===== config.mk =====
export PLATFORM = sky130hd
export DESIGN_NAME = go_back_n_sender_flat
export DESIGN_NICKNAME = d
export VERILOG_FILES = /design/src/design/gbn_pkg.sv /design/src/design/gbn_if.sv /design/src/design/gbn_front.sv /design/src/design/gbn_queue.sv /design/src/design/gbn_back.sv /design/src/design/go_back_n_sender.sv /design/src/flat_wrapper.sv
export SDC_FILE = /design/constraint.sdc
export NUM_CORES = 1
export LEC_CHECK = 0
export BUFFER_PORTS_ARGS = -buffer_cell sky130_fd_sc_hd__buf_2
export CORE_MARGIN = 5
export CORE_UTILIZATION = 55
export DETAILED_ROUTE_END_ITERATION = 6
export GPL_TIMING_DRIVEN = 0
export PLACE_DENSITY_LB_ADDON = 0.08
export SETUP_SLACK_MARGIN = 0.3
export SYNTH_ARGS = -nofsm -noshare
export SYNTH_HDL_FRONTEND = slang
export SYNTH_SLANG_ARGS = --single-unit

===== constraint.sdc =====
create_clock -name clk -period 5.2 [get_ports clk]
set_input_delay 0.52 -clock clk [delete_from_list [all_inputs] [get_ports clk]]
set_output_delay 0.52 -clock clk [all_outputs]
set_load 0.01 [all_outputs]

===== src/design/gbn_pkg.sv =====
// gbn_pkg: shared types and codes of the go-back-n sender
// field widths, input operation codes, result action codes, register indexes
// no dependencies
package gbn_pkg;

	localparam int KIND_W    = 2;
	localparam int FSEQ_W    = 16;
	localparam int SLOT_W    = 5;
	localparam int ACTION_W  = 2;
	localparam int WSIZE_W   = 6;
	localparam int TOTAL_W   = 16;
	localparam int CFG_IDX_W = 1;
	localparam int CFG_DAT_W = 16;
	localparam int FLIGHT_W  = 6;

	typedef logic [FSEQ_W-1:0] fseq_t;
	typedef logic [SLOT_W-1:0] slot_t;

	// raw kind field of an input transaction
	typedef enum logic [KIND_W-1:0] {
		KIND_SEND    = 2'd0,
		KIND_ACK     = 2'd1,
		KIND_TIMEOUT = 2'd2,
		KIND_UNUSED  = 2'd3
	} kind_t;

	// classified operation handed from front to back
	typedef enum logic [1:0] {
		OP_SEND    = 2'd0,
		OP_ACK     = 2'd1,
		OP_TIMEOUT = 2'd2,
		OP_NONE    = 2'd3
	} op_t;

	typedef enum logic [ACTION_W-1:0] {
		ACT_SEND   = 2'd0,
		ACT_RESEND = 2'd1,
		ACT_ACK    = 2'd2,
		ACT_IGNORE = 2'd3
	} action_t;

	typedef enum logic [CFG_IDX_W-1:0] {
		REG_WIN_LIMIT    = 1'd0,
		REG_TOTAL_FRAMES = 1'd1
	} cfg_idx_t;

	typedef struct packed {
		op_t   op;
		fseq_t ack_seq;
	} item_t;

endpackage


===== src/design/gbn_if.sv =====
// gbn_if: channel interfaces of the go-back-n sender
// request, result and configuration write channels; uses gbn_pkg
interface gbn_req_if;
	logic                        valid;
	logic                        ready;
	logic [gbn_pkg::KIND_W-1:0]  kind;
	logic [gbn_pkg::FSEQ_W-1:0]  ack_seq;

	modport source (output valid, output kind, output ack_seq, input ready);
	modport sink (input valid, input kind, input ack_seq, output ready);
endinterface

interface gbn_rsp_if;
	logic                          valid;
	logic                          ready;
	logic [gbn_pkg::ACTION_W-1:0]  action;
	logic [gbn_pkg::FSEQ_W-1:0]    frame_seq;
	logic [gbn_pkg::SLOT_W-1:0]    slot;
	logic                          all_acked;
	logic                          last;

	modport source (output valid, output action, output frame_seq, output slot,
		output all_acked, output last, input ready);
	modport sink (input valid, input action, input frame_seq, input slot,
		input all_acked, input last, output ready);
endinterface

interface gbn_cfg_if;
	logic                           valid;
	logic                           ready;
	logic [gbn_pkg::CFG_IDX_W-1:0]  index;
	logic [gbn_pkg::CFG_DAT_W-1:0]  data;

	modport source (output valid, output index, output data, input ready);
	modport sink (input valid, input index, input data, output ready);
endinterface


===== src/design/gbn_front.sv =====
// gbn_front: input register stage that classifies each request transaction
// depends on gbn_pkg and gbn_req_if
module gbn_front (
	input  logic              clk,
	input  logic              arst_n,
	gbn_req_if.sink           req,
	output logic              push_valid,
	input  logic              push_ready,
	output gbn_pkg::item_t    push_item
);

	logic           valid_s1;
	gbn_pkg::item_t item_s1;
	gbn_pkg::op_t   op_dec;

	assign req.ready = !valid_s1 || push_ready;

	always_comb begin
		case (gbn_pkg::kind_t'(req.kind))
			gbn_pkg::KIND_SEND:    op_dec = gbn_pkg::OP_SEND;
			gbn_pkg::KIND_ACK:     op_dec = gbn_pkg::OP_ACK;
			gbn_pkg::KIND_TIMEOUT: op_dec = gbn_pkg::OP_TIMEOUT;
			default:               op_dec = gbn_pkg::OP_NONE;
		endcase
	end

	always_ff @(posedge clk or negedge arst_n) begin
		if (!arst_n) begin
			valid_s1 <= 1'b0;
		end else if (req.ready) begin
			valid_s1 <= req.valid;
		end
	end

	always_ff @(posedge clk) begin
		if (req.valid && req.ready) begin
			item_s1.op      <= op_dec;
			item_s1.ack_seq <= req.ack_seq;
		end
	end

	assign push_valid = valid_s1;
	assign push_item  = item_s1;

endmodule


===== src/design/gbn_queue.sv =====
// gbn_queue: two-entry queue of classified items between front and back
// depends on gbn_pkg
module gbn_queue (
	input  logic              clk,
	input  logic              arst_n,
	input  logic              push_valid,
	output logic              push_ready,
	input  gbn_pkg::item_t    push_item,
	output logic              head_valid,
	input  logic              pop,
	output gbn_pkg::item_t    head_item
);

	localparam int DEPTH = 2;
	localparam int PTR_W = $clog2(DEPTH);

	gbn_pkg::item_t         mem_q [DEPTH];
	logic [PTR_W-1:0]       wr_ptr_q;
	logic [PTR_W-1:0]       rd_ptr_q;
	logic [PTR_W:0]         count_q;
	logic                   do_push;
	logic                   do_pop;

	assign push_ready = count_q != (PTR_W + 1)'(DEPTH);
	assign head_valid = count_q != '0;
	assign head_item  = mem_q[rd_ptr_q];
	assign do_push    = push_valid && push_ready;
	assign do_pop     = pop && head_valid;

	always_ff @(posedge clk or negedge arst_n) begin
		if (!arst_n) begin
			wr_ptr_q <= '0;
			rd_ptr_q <= '0;
			count_q  <= '0;
		end else begin
			if (do_push) begin
				wr_ptr_q <= wr_ptr_q + 1'b1;
			end
			if (do_pop) begin
				rd_ptr_q <= rd_ptr_q + 1'b1;
			end
			if (do_push && !do_pop) begin
				count_q <= count_q + 1'b1;
			end else if (do_pop && !do_push) begin
				count_q <= count_q - 1'b1;
			end
		end
	end

	always_ff @(posedge clk) begin
		if (do_push) begin
			mem_q[wr_ptr_q] <= push_item;
		end
	end

endmodule


===== src/design/gbn_back.sv =====
// gbn_back: window state, slot tracking and result generation
// depends on gbn_pkg and gbn_rsp_if
module gbn_back #(
	parameter int WINDOW_MAX = 32,
	parameter int SEQ_BITS   = 16
) (
	input  logic                            clk,
	input  logic                            arst_n,
	input  logic                            head_valid,
	input  gbn_pkg::item_t                  head_item,
	output logic                            pop,
	input  logic [gbn_pkg::WSIZE_W-1:0]     win_limit,
	input  logic [gbn_pkg::TOTAL_W-1:0]     total_frames,
	input  logic                            win_wr,
	gbn_rsp_if.source                       rsp
);

	localparam int WB    = $clog2(WINDOW_MAX + 1);
	localparam int CMP_W = (SEQ_BITS > gbn_pkg::TOTAL_W) ? SEQ_BITS : gbn_pkg::TOTAL_W;
	localparam int CNT_W = $clog2(SEQ_BITS + 1);
	localparam int FW7   = 7;
	localparam int FW    = gbn_pkg::FLIGHT_W;

	typedef enum logic [2:0] {
		ST_IDLE = 3'b001,
		ST_REM  = 3'b010,
		ST_RUN  = 3'b100
	} back_state_t;

	typedef logic [SEQ_BITS-1:0] seq_t;
	typedef logic [WB-1:0]       wslot_t;

	back_state_t      state_q, nx_state;
	seq_t             next_seq_q, nx_next_seq;
	seq_t             oldest_q, nx_oldest;
	logic [FW-1:0]    in_flight_q, nx_in_flight;
	wslot_t           next_slot_q, nx_next_slot;
	wslot_t           old_slot_q, nx_old_slot;
	logic             stale_q, nx_stale;

	seq_t             run_seq_q, nx_run_seq;
	wslot_t           run_slot_q, nx_run_slot;
	logic [FW7-1:0]   run_left_q, nx_run_left;

	seq_t             rem_n_q, nx_rem_n;
	seq_t             rem_o_q, nx_rem_o;
	wslot_t           rem_rn_q, nx_rem_rn;
	wslot_t           rem_ro_q, nx_rem_ro;
	logic [CNT_W-1:0] rem_cnt_q, nx_rem_cnt;

	logic             out_valid_q;
	logic             out_free;
	logic             out_load;
	gbn_pkg::action_t o_action;
	seq_t             o_seq;
	wslot_t           o_slot;
	logic             o_last;
	logic             o_done;

	gbn_pkg::action_t out_action_q;
	gbn_pkg::fseq_t   out_seq_q;
	gbn_pkg::slot_t   out_slot_q;
	logic             out_done_q;
	logic             out_last_q;

	wslot_t           w;
	logic [FW7-1:0]   ws7;
	logic [FW7-1:0]   flight7;
	logic [FW7-1:0]   run_n;
	seq_t             ack_v;
	logic             can_send;

	// one restoring remainder step: shift in one bit, subtract window if it fits
	function automatic wslot_t rem_step(input wslot_t r, input logic b, input wslot_t wv);
		logic [WB:0] t;
		t = {r, b};
		if (t >= {1'b0, wv}) begin
			t = t - {1'b0, wv};
		end
		return t[WB-1:0];
	endfunction

	// slot of the following sequence, wrapping at the window; a wrapping sequence restarts at slot zero
	function automatic wslot_t slot_inc(input wslot_t s, input wslot_t wv, input logic wrap);
		logic [WB:0] t;
		t = {1'b0, s} + 1'b1;
		if (wrap || t == {1'b0, wv}) begin
			t = '0;
		end
		return t[WB-1:0];
	endfunction

	// effective window: saturate register to 1..WINDOW_MAX
	assign ws7 = FW7'(win_limit);
	always_comb begin
		if (win_limit == '0) begin
			w = WB'(1);
		end else if (ws7 > FW7'(WINDOW_MAX)) begin
			w = WB'(WINDOW_MAX);
		end else begin
			w = WB'(win_limit);
		end
	end

	assign flight7  = FW7'(in_flight_q);
	assign run_n    = (flight7 > FW7'(WINDOW_MAX)) ? FW7'(WINDOW_MAX) : flight7;
	assign ack_v    = SEQ_BITS'(head_item.ack_seq);
	assign can_send = (flight7 < FW7'(w)) &&
		(CMP_W'(next_seq_q) < CMP_W'(total_frames));
	assign out_free = !out_valid_q || rsp.ready;

	always_comb begin
		nx_state     = state_q;
		nx_next_seq  = next_seq_q;
		nx_oldest    = oldest_q;
		nx_in_flight = in_flight_q;
		nx_next_slot = next_slot_q;
		nx_old_slot  = old_slot_q;
		nx_stale     = stale_q || win_wr;
		nx_run_seq   = run_seq_q;
		nx_run_slot  = run_slot_q;
		nx_run_left  = run_left_q;
		nx_rem_n     = rem_n_q;
		nx_rem_o     = rem_o_q;
		nx_rem_rn    = rem_rn_q;
		nx_rem_ro    = rem_ro_q;
		nx_rem_cnt   = rem_cnt_q;
		pop          = 1'b0;
		out_load     = 1'b0;
		o_action     = gbn_pkg::ACT_IGNORE;
		o_seq        = '0;
		o_slot       = '0;
		o_last       = 1'b1;

		case (state_q)
			ST_IDLE: begin
				if (head_valid && stale_q) begin
					nx_state   = ST_REM;
					nx_rem_n   = next_seq_q;
					nx_rem_o   = oldest_q;
					nx_rem_rn  = '0;
					nx_rem_ro  = '0;
					nx_rem_cnt = CNT_W'(SEQ_BITS);
				end else if (head_valid && out_free) begin
					pop = 1'b1;
					case (head_item.op)
						gbn_pkg::OP_SEND: begin
							out_load = 1'b1;
							if (can_send) begin
								o_action     = gbn_pkg::ACT_SEND;
								o_seq        = next_seq_q;
								o_slot       = next_slot_q;
								nx_next_seq  = next_seq_q + 1'b1;
								nx_in_flight = in_flight_q + 1'b1;
								nx_next_slot = slot_inc(next_slot_q, w, &next_seq_q);
							end
						end
						gbn_pkg::OP_ACK: begin
							out_load = 1'b1;
							if (in_flight_q != '0 && ack_v == oldest_q) begin
								o_action     = gbn_pkg::ACT_ACK;
								o_seq        = ack_v;
								o_slot       = old_slot_q;
								nx_oldest    = oldest_q + 1'b1;
								nx_in_flight = in_flight_q - 1'b1;
								nx_old_slot  = slot_inc(old_slot_q, w, &oldest_q);
							end
						end
						gbn_pkg::OP_TIMEOUT: begin
							if (in_flight_q != '0) begin
								nx_state    = ST_RUN;
								nx_run_seq  = oldest_q;
								nx_run_slot = old_slot_q;
								nx_run_left = run_n;
							end else begin
								out_load = 1'b1;
							end
						end
						default: begin
							out_load = 1'b1;
						end
					endcase
				end
			end
			ST_REM: begin
				nx_rem_n   = rem_n_q << 1;
				nx_rem_o   = rem_o_q << 1;
				nx_rem_rn  = rem_step(rem_rn_q, rem_n_q[SEQ_BITS-1], w);
				nx_rem_ro  = rem_step(rem_ro_q, rem_o_q[SEQ_BITS-1], w);
				nx_rem_cnt = rem_cnt_q - 1'b1;
				if (rem_cnt_q == CNT_W'(1)) begin
					nx_state     = ST_IDLE;
					nx_next_slot = nx_rem_rn;
					nx_old_slot  = nx_rem_ro;
					nx_stale     = 1'b0;
				end
			end
			ST_RUN: begin
				if (out_free) begin
					out_load    = 1'b1;
					o_action    = gbn_pkg::ACT_RESEND;
					o_seq       = run_seq_q;
					o_slot      = run_slot_q;
					o_last      = run_left_q == FW7'(1);
					nx_run_seq  = run_seq_q + 1'b1;
					nx_run_slot = slot_inc(run_slot_q, w, &run_seq_q);
					nx_run_left = run_left_q - 1'b1;
					if (o_last) begin
						nx_state = ST_IDLE;
					end
				end
			end
			default: begin
				nx_state = ST_IDLE;
			end
		endcase

		o_done = (nx_in_flight == '0) && (CMP_W'(nx_oldest) >= CMP_W'(total_frames));
	end

	always_ff @(posedge clk or negedge arst_n) begin
		if (!arst_n) begin
			state_q     <= ST_IDLE;
			next_seq_q  <= '0;
			oldest_q    <= '0;
			in_flight_q <= '0;
			next_slot_q <= '0;
			old_slot_q  <= '0;
			stale_q     <= 1'b0;
			out_valid_q <= 1'b0;
		end else begin
			state_q     <= nx_state;
			next_seq_q  <= nx_next_seq;
			oldest_q    <= nx_oldest;
			in_flight_q <= nx_in_flight;
			next_slot_q <= nx_next_slot;
			old_slot_q  <= nx_old_slot;
			stale_q     <= nx_stale;
			if (out_load) begin
				out_valid_q <= 1'b1;
			end else if (rsp.ready) begin
				out_valid_q <= 1'b0;
			end
		end
	end

	always_ff @(posedge clk) begin
		run_seq_q  <= nx_run_seq;
		run_slot_q <= nx_run_slot;
		run_left_q <= nx_run_left;
		rem_n_q    <= nx_rem_n;
		rem_o_q    <= nx_rem_o;
		rem_rn_q   <= nx_rem_rn;
		rem_ro_q   <= nx_rem_ro;
		rem_cnt_q  <= nx_rem_cnt;
		if (out_load) begin
			out_action_q <= o_action;
			out_seq_q    <= gbn_pkg::fseq_t'(o_seq);
			out_slot_q   <= gbn_pkg::slot_t'(o_slot);
			out_done_q   <= o_done;
			out_last_q   <= o_last;
		end
	end

	assign rsp.valid     = out_valid_q;
	assign rsp.action    = out_action_q;
	assign rsp.frame_seq = out_seq_q;
	assign rsp.slot      = out_slot_q;
	assign rsp.all_acked = out_done_q;
	assign rsp.last      = out_last_q;

endmodule


===== src/design/go_back_n_sender.sv =====
// go_back_n_sender: send, ack and unused requests and a timeout with nothing outstanding
// give one result each; a timeout that finds frames outstanding holds the back end in a
// resend state and resends them, one result per cycle while the result channel is free.
// a result passes the front register, the queue and the output register; one send or ack per
// cycle while results are taken; after a window register write the next item waits while the
// serial remainder unit rebuilds the slot counters; reset: window 8, total 1, counters zero.
module go_back_n_sender #(
	parameter int WINDOW_MAX = 32,
	parameter int SEQ_BITS   = 16
) (
	input  logic      clk,
	input  logic      arst_n,
	gbn_req_if.sink   req,
	gbn_rsp_if.source rsp,
	gbn_cfg_if.sink   cfg
);

	// configuration registers; the user must write them only while the block is idle, the block does not enforce it
	logic [gbn_pkg::WSIZE_W-1:0] win_limit_q;
	logic [gbn_pkg::TOTAL_W-1:0] total_frames_q;
	logic                        cfg_wr;
	logic                        win_wr;

	// front to queue
	logic                        push_valid;
	logic                        push_ready;
	gbn_pkg::item_t              push_item;

	// queue to back
	logic                        head_valid;
	logic                        pop;
	gbn_pkg::item_t              head_item;

	// the config channel never stalls
	assign cfg.ready = 1'b1;
	assign cfg_wr    = cfg.valid && cfg.ready;
	// a new window invalidates the tracked slots
	assign win_wr    = cfg_wr && (cfg.index == gbn_pkg::REG_WIN_LIMIT);

	always_ff @(posedge clk or negedge arst_n) begin
		if (!arst_n) begin
			win_limit_q    <= gbn_pkg::WSIZE_W'(8);
			total_frames_q <= gbn_pkg::TOTAL_W'(1);
		end else if (cfg_wr) begin
			case (cfg.index)
				gbn_pkg::REG_WIN_LIMIT: begin
					win_limit_q <= cfg.data[gbn_pkg::WSIZE_W-1:0];
				end
				gbn_pkg::REG_TOTAL_FRAMES: begin
					total_frames_q <= cfg.data[gbn_pkg::TOTAL_W-1:0];
				end
				default: begin
				end
			endcase
		end
	end

	// front end: registers each request transaction and decodes its kind
	gbn_front u_front (
		.clk        (clk),
		.arst_n     (arst_n),
		.req        (req),
		.push_valid (push_valid),
		.push_ready (push_ready),
		.push_item  (push_item)
	);

	// short queue so a timeout run in the back end does not stall the input at once
	gbn_queue u_queue (
		.clk        (clk),
		.arst_n     (arst_n),
		.push_valid (push_valid),
		.push_ready (push_ready),
		.push_item  (push_item),
		.head_valid (head_valid),
		.pop        (pop),
		.head_item  (head_item)
	);

	// back end: window state, slot counters, resend runs and the output register
	gbn_back #(
		.WINDOW_MAX (WINDOW_MAX),
		.SEQ_BITS   (SEQ_BITS)
	) u_back (
		.clk          (clk),
		.arst_n       (arst_n),
		.head_valid   (head_valid),
		.head_item    (head_item),
		.pop          (pop),
		.win_limit    (win_limit_q),
		.total_frames (total_frames_q),
		.win_wr       (win_wr),
		.rsp          (rsp)
	);

endmodule


===== src/flat_wrapper.sv =====
// flat-port wrapper written by rule: the top's interface ports become plain ports
module go_back_n_sender_flat 
#(
	parameter int WINDOW_MAX = 32,
	parameter int SEQ_BITS   = 16
)
  (clk, arst_n, req_valid, req_kind, req_ack_seq, req_ready, rsp_valid, rsp_action, rsp_frame_seq, rsp_slot, rsp_all_acked, rsp_last, rsp_ready, cfg_valid, cfg_index, cfg_data, cfg_ready);
  gbn_req_if req_i ();
  gbn_rsp_if rsp_i ();
  gbn_cfg_if cfg_i ();
  input  logic clk;
  input  logic arst_n;
  input wire logic [$bits(req_i.valid)-1:0] req_valid;
  input wire logic [$bits(req_i.kind)-1:0] req_kind;
  input wire logic [$bits(req_i.ack_seq)-1:0] req_ack_seq;
  output wire logic [$bits(req_i.ready)-1:0] req_ready;
  output wire logic [$bits(rsp_i.valid)-1:0] rsp_valid;
  output wire logic [$bits(rsp_i.action)-1:0] rsp_action;
  output wire logic [$bits(rsp_i.frame_seq)-1:0] rsp_frame_seq;
  output wire logic [$bits(rsp_i.slot)-1:0] rsp_slot;
  output wire logic [$bits(rsp_i.all_acked)-1:0] rsp_all_acked;
  output wire logic [$bits(rsp_i.last)-1:0] rsp_last;
  input wire logic [$bits(rsp_i.ready)-1:0] rsp_ready;
  input wire logic [$bits(cfg_i.valid)-1:0] cfg_valid;
  input wire logic [$bits(cfg_i.index)-1:0] cfg_index;
  input wire logic [$bits(cfg_i.data)-1:0] cfg_data;
  output wire logic [$bits(cfg_i.ready)-1:0] cfg_ready;
  assign req_i.valid = req_valid;
  assign req_i.kind = req_kind;
  assign req_i.ack_seq = req_ack_seq;
  assign req_ready = req_i.ready;
  assign rsp_valid = rsp_i.valid;
  assign rsp_action = rsp_i.action;
  assign rsp_frame_seq = rsp_i.frame_seq;
  assign rsp_slot = rsp_i.slot;
  assign rsp_all_acked = rsp_i.all_acked;
  assign rsp_last = rsp_i.last;
  assign rsp_i.ready = rsp_ready;
  assign cfg_i.valid = cfg_valid;
  assign cfg_i.index = cfg_index;
  assign cfg_i.data = cfg_data;
  assign cfg_ready = cfg_i.ready;
  go_back_n_sender #(.WINDOW_MAX(WINDOW_MAX), .SEQ_BITS(SEQ_BITS)) u_core (.clk(clk), .arst_n(arst_n), .req(req_i), .rsp(rsp_i), .cfg(cfg_i));
endmodule

==> metrics <==
outcome finished clean; min cycle time layout 4.77 ns; critical path class flip-flop to flip-flop; 1st-iter DRT viols approximately 600; Placed Area 13200 µm²; first-pass GRT wire length ~49000 µm; period utilisation layout ~92%; nets@finish between 1k and 1.5k; ANT nets after route 0; Worst Clk Skew roughly 0.007 ns; Async S/R FF share, synth between 30% and 40%; drc violations 0; CTS Root Cell clkbuf_16; Global Route Usage Sum between 20% and 30%; reg2reg start u_core.u_queue.rd_ptr_q; Clock Latency Late Sink ~0.53 ns; vias per cell 5.80; WL met3 roughly 1800 µm; hold endpoint u_core.u_front.push_item[16]; Core Region between 20000 and 25000 µm²; Rel. slew slack roughly 14%; hold path startpoint req_kind[0]; HP Class input port to flip-flop; post-route cell area ~14000 µm²; die width ~160 µm; VDD IR max between 0.3 and 0.4 mV; Largest stage delay, worst path 0.45 ns; CP max FO 10; H-tree depth 1; Least-Margin Pin Slew between 1 and 1.5 ns; final WL 30700 µm; CP max stage cell dfrtp_2; Main synth FF type edfxtp_1; diode count 0; Synth Net Count roughly 1.3k; die area around 26000 µm²; register bit count reported by yosys about 240; Die Height roughly 160 µm; io pins 68; initial antenna violation count 0; worst-case clock buffer depth 3; clk sink count ~240; cts bufs inserted 26; Hold Vio Cnt, Final 0; hold depth 1; max layer used met4; Static Leak a little under 6 nW; Pwr Density a little under 500 nW/µm²; vias in the first global route 8894; crit end category flip-flop; Final setup viols 0; Via Count 9022; Worst R2R End u_core.u_back.rsp.all_acked; Max Cap Viol 0; DP HPWL roughly 23000 µm; Crit path top cell by count a21o_1; met2 wire length approximately 14000 µm; grt total ovfl 0; YS warnings 0; Cell variety after synth between 60 and 70; largest net degree at the start of global routing between 40 and 50; CP Launch Type flip-flop; RSZ-0062 raised after global routing yes; hold slack between 0.15 and 0.2 ns; FP Rows 55; P&R area growth vs syn 14.3%; GP Congestion ~0.93; worst path cell trace buf_8, mux2_4, xor2_1, nor4_2, nand4_4, or3_1, buf_2, nor3_4, xnor2_1, ha_1, nand2b_1, a21o_1, a21o_1, a21o_1, a21o_1, a2111oi_4, o221ai_4, or3b_2, nor4b_2; Slew Viols, Final 0; detailed-route wire length on metal 1 between 10000 and 15000 µm; Post-synth EDFFs roughly 160; sequential share of the synthesized area 54.2%; worst r2r path cells 19; Cells after Synth ~1.2k; Clk pin slew, worst setup/hold paths about 0.060 ns; reg-to-reg slack, setup between 0.4 and 0.5 ns; I/O Buffers 64; layout cell share with drive strength beyond 1 between 10% and 20%; post-DR wirelength/cell 19.7 µm; Worst EP arrival between 5 and 6 ns; WP data required between 5 and 6 ns; synthesized area 12500 µm²; initial core utilization a little under three fifths; first-pass detailed-route iteration total 5; CTS tree done; Fmax ~0.21 GHz; post-synthesis average cell area approximately 11 µm²
==> worst max path at each step <==
| stage | start | endpoint | slack (ns) | cells after the start |
|---|---|---|---|---|
| finish | u_core.u_queue.rd_ptr_q | u_core.u_back.rsp.all_acked | 0.43 | 19 |
| floorplan | u_core.u_queue.rd_ptr_q | u_core.u_back.rsp.all_acked | 0.74 | 19 |
| global placement | u_core.u_queue.rd_ptr_q | u_core.u_back.rsp.all_acked | -0.45 | 19 |
| detailed placement | u_core.u_queue.rd_ptr_q | u_core.u_back.rsp.all_acked | -0.48 | 19 |
| CTS | u_core.u_queue.rd_ptr_q | u_core.u_back.rsp.all_acked | 0.18 | 19 |
| global route | u_core.u_queue.rd_ptr_q | u_core.u_back.rsp.all_acked | 0.24 | 19 |
==> power breakdown <==
group | internal (W) | switching, W | total [W]
clock | 0.00115 | 0.000737 | 0.00188
combinational | 0.000779 | 0.00132 | 0.00209
sequential | 0.00266 | 0.000281 | 0.00294
total | 0.00459 | 0.00233 | 0.00692
==> through the flow <==
| step | TNS (ns) | total power [W] | instances | util (%) | setup WS (ns) |
|---|---|---|---|---|---|
| final | 0 | 0.00692 | 1556 | 63.4 | 0.431 |
| after global routing | 0 | 0.00734 | 1556 | 63.4 | 0.235 |
| after CTS | 0 | 0.00694 | 1553 | 63.1 | 0.179 |
| after detailed placement | -0.479 | 0.00503 | 1503 | 58.8 | -0.479 |
| after global placement | -0.453 | 0.00493 | 1500 | 58.5 | -0.453 |
| after floorplan | 0 | 0.00439 | 1151 | - | 0.742 |
==> cell families (layout without fill, tap and decap cells) <==
logic type                 count (synthesis)  count (layout)  share of synthesized area, %
AOI/OAI and AO/OA                        187             187                          9.10
xor gates and xnor gates                 104             104                          7.30
adders and majority gates                 63              63                          6.43
buffers and inverters                     94             214                          2.97
DFF                                      239             239                          54.2
muxes                                     49              49                          4.34
other                                      1               1                        0.0300
and+or+nand+nor                          414             414                          15.6
==> registers in the layout, indices dropped and copies added, names as in the netlist, 16 cells and up <==
name and count:
u_core.u_front.push_item 18, u_core.total_frames_q 16, u_core.u_back.rem_o_q 16, u_core.u_back.oldest_q 16, u_core.u_back.run_seq_q 16, u_core.u_back.rsp.frame_seq 16
u_core.u_back.rem_n_q 16, u_core.u_queue.mem_q 36, u_core.u_back.next_seq_q 16
==> Yosys cell counts (7+ instances only) <==
cell type | instances | share of area [%]
edfxtp_1 | 157 | 38
ha_1 | 61 | 6.1
mux2_2 | 37 | 3.3
nor3_1 | 24 | 0.96
dfrtp_1 | 79 | 16
a21oi_1 | 22 | 0.88
nand4_1 | 14 | 0.70
clkbuf_1 | 37 | 1.1
o21ai_0 | 86 | 3.4
a22oi_1 | 20 | 1.2
a21o_1 | 10 | 0.60
inv_1 | 46 | 1.4
mux2i_1 | 11 | 0.88
and2_1 | 7 | 0.35
nor2_1 | 60 | 1.8
xnor2_1 | 60 | 4.2
nand3_1 | 34 | 1.4
and3_1 | 15 | 0.75
nand2_1 | 200 | 6.0
nor2b_1 | 10 | 0.50
xor2_1 | 44 | 3.1
nand2b_1 | 9 | 0.45
==> final cells by class <==
class / count / area (µm²)
buffer: 48 / 210
tap: 285 / 357
inverter: 46 / 173
fill: 1880 / 8230
timing repair buffer: 72 / 425
clock inverter: 13 / 136
clock buffer: 35 / 746
sequential: 239 / 6770
multi-input combinational: 818 / 5460
==> layout by cell type, fill, tap and decap left out, drive strengths merged, types with 11 or more instances in the layout <==
| cell type | count |
|---|---|
| mux2 | 38 |
| clkbuf | 71 |
| edfxtp | 157 |
| o21ai | 88 |
| nand2 | 200 |
| mux2i | 11 |
| nor3 | 26 |
| nand4 | 15 |
| inv | 46 |
| nor2 | 60 |
| xor2 | 44 |
| nand3 | 34 |
| buf | 83 |
| a22oi | 20 |
| and3 | 15 |
| a21oi | 22 |
| dfrtp | 79 |
| xnor2 | 60 |
| ha | 61 |
==> timing repair <==
action,CTS,global route
gates resized for setup,11,14
hold endpoints to repair,2,0
pin swaps,4,8
setup endpoints to repair,11,8
buffers inserted,1,3
hold buffers,1,0
==> routing by layer <==
layer	up-vias	GRT usage, %
met2	294	39.4
li1	4323	-
met1	4360	34.3
met3	45	3.13
met4	0	5.28
met5	-	0
==> worst max-delay path: cells and delay by family, from the launching register on <==
kind / cells / cell delay, ns
adders and majority gates: 1 / 0.25
AOI/OAI and AO/OA: 6 / 1.27
and+or+nand+nor: 7 / 1.55
muxes: 1 / 0.32
xor gates and xnor gates: 2 / 0.32
DFF: 1 / 0.45
buffers and inverters: 2 / 0.34
Note: power is estimated with default switching activity, not from simulation.
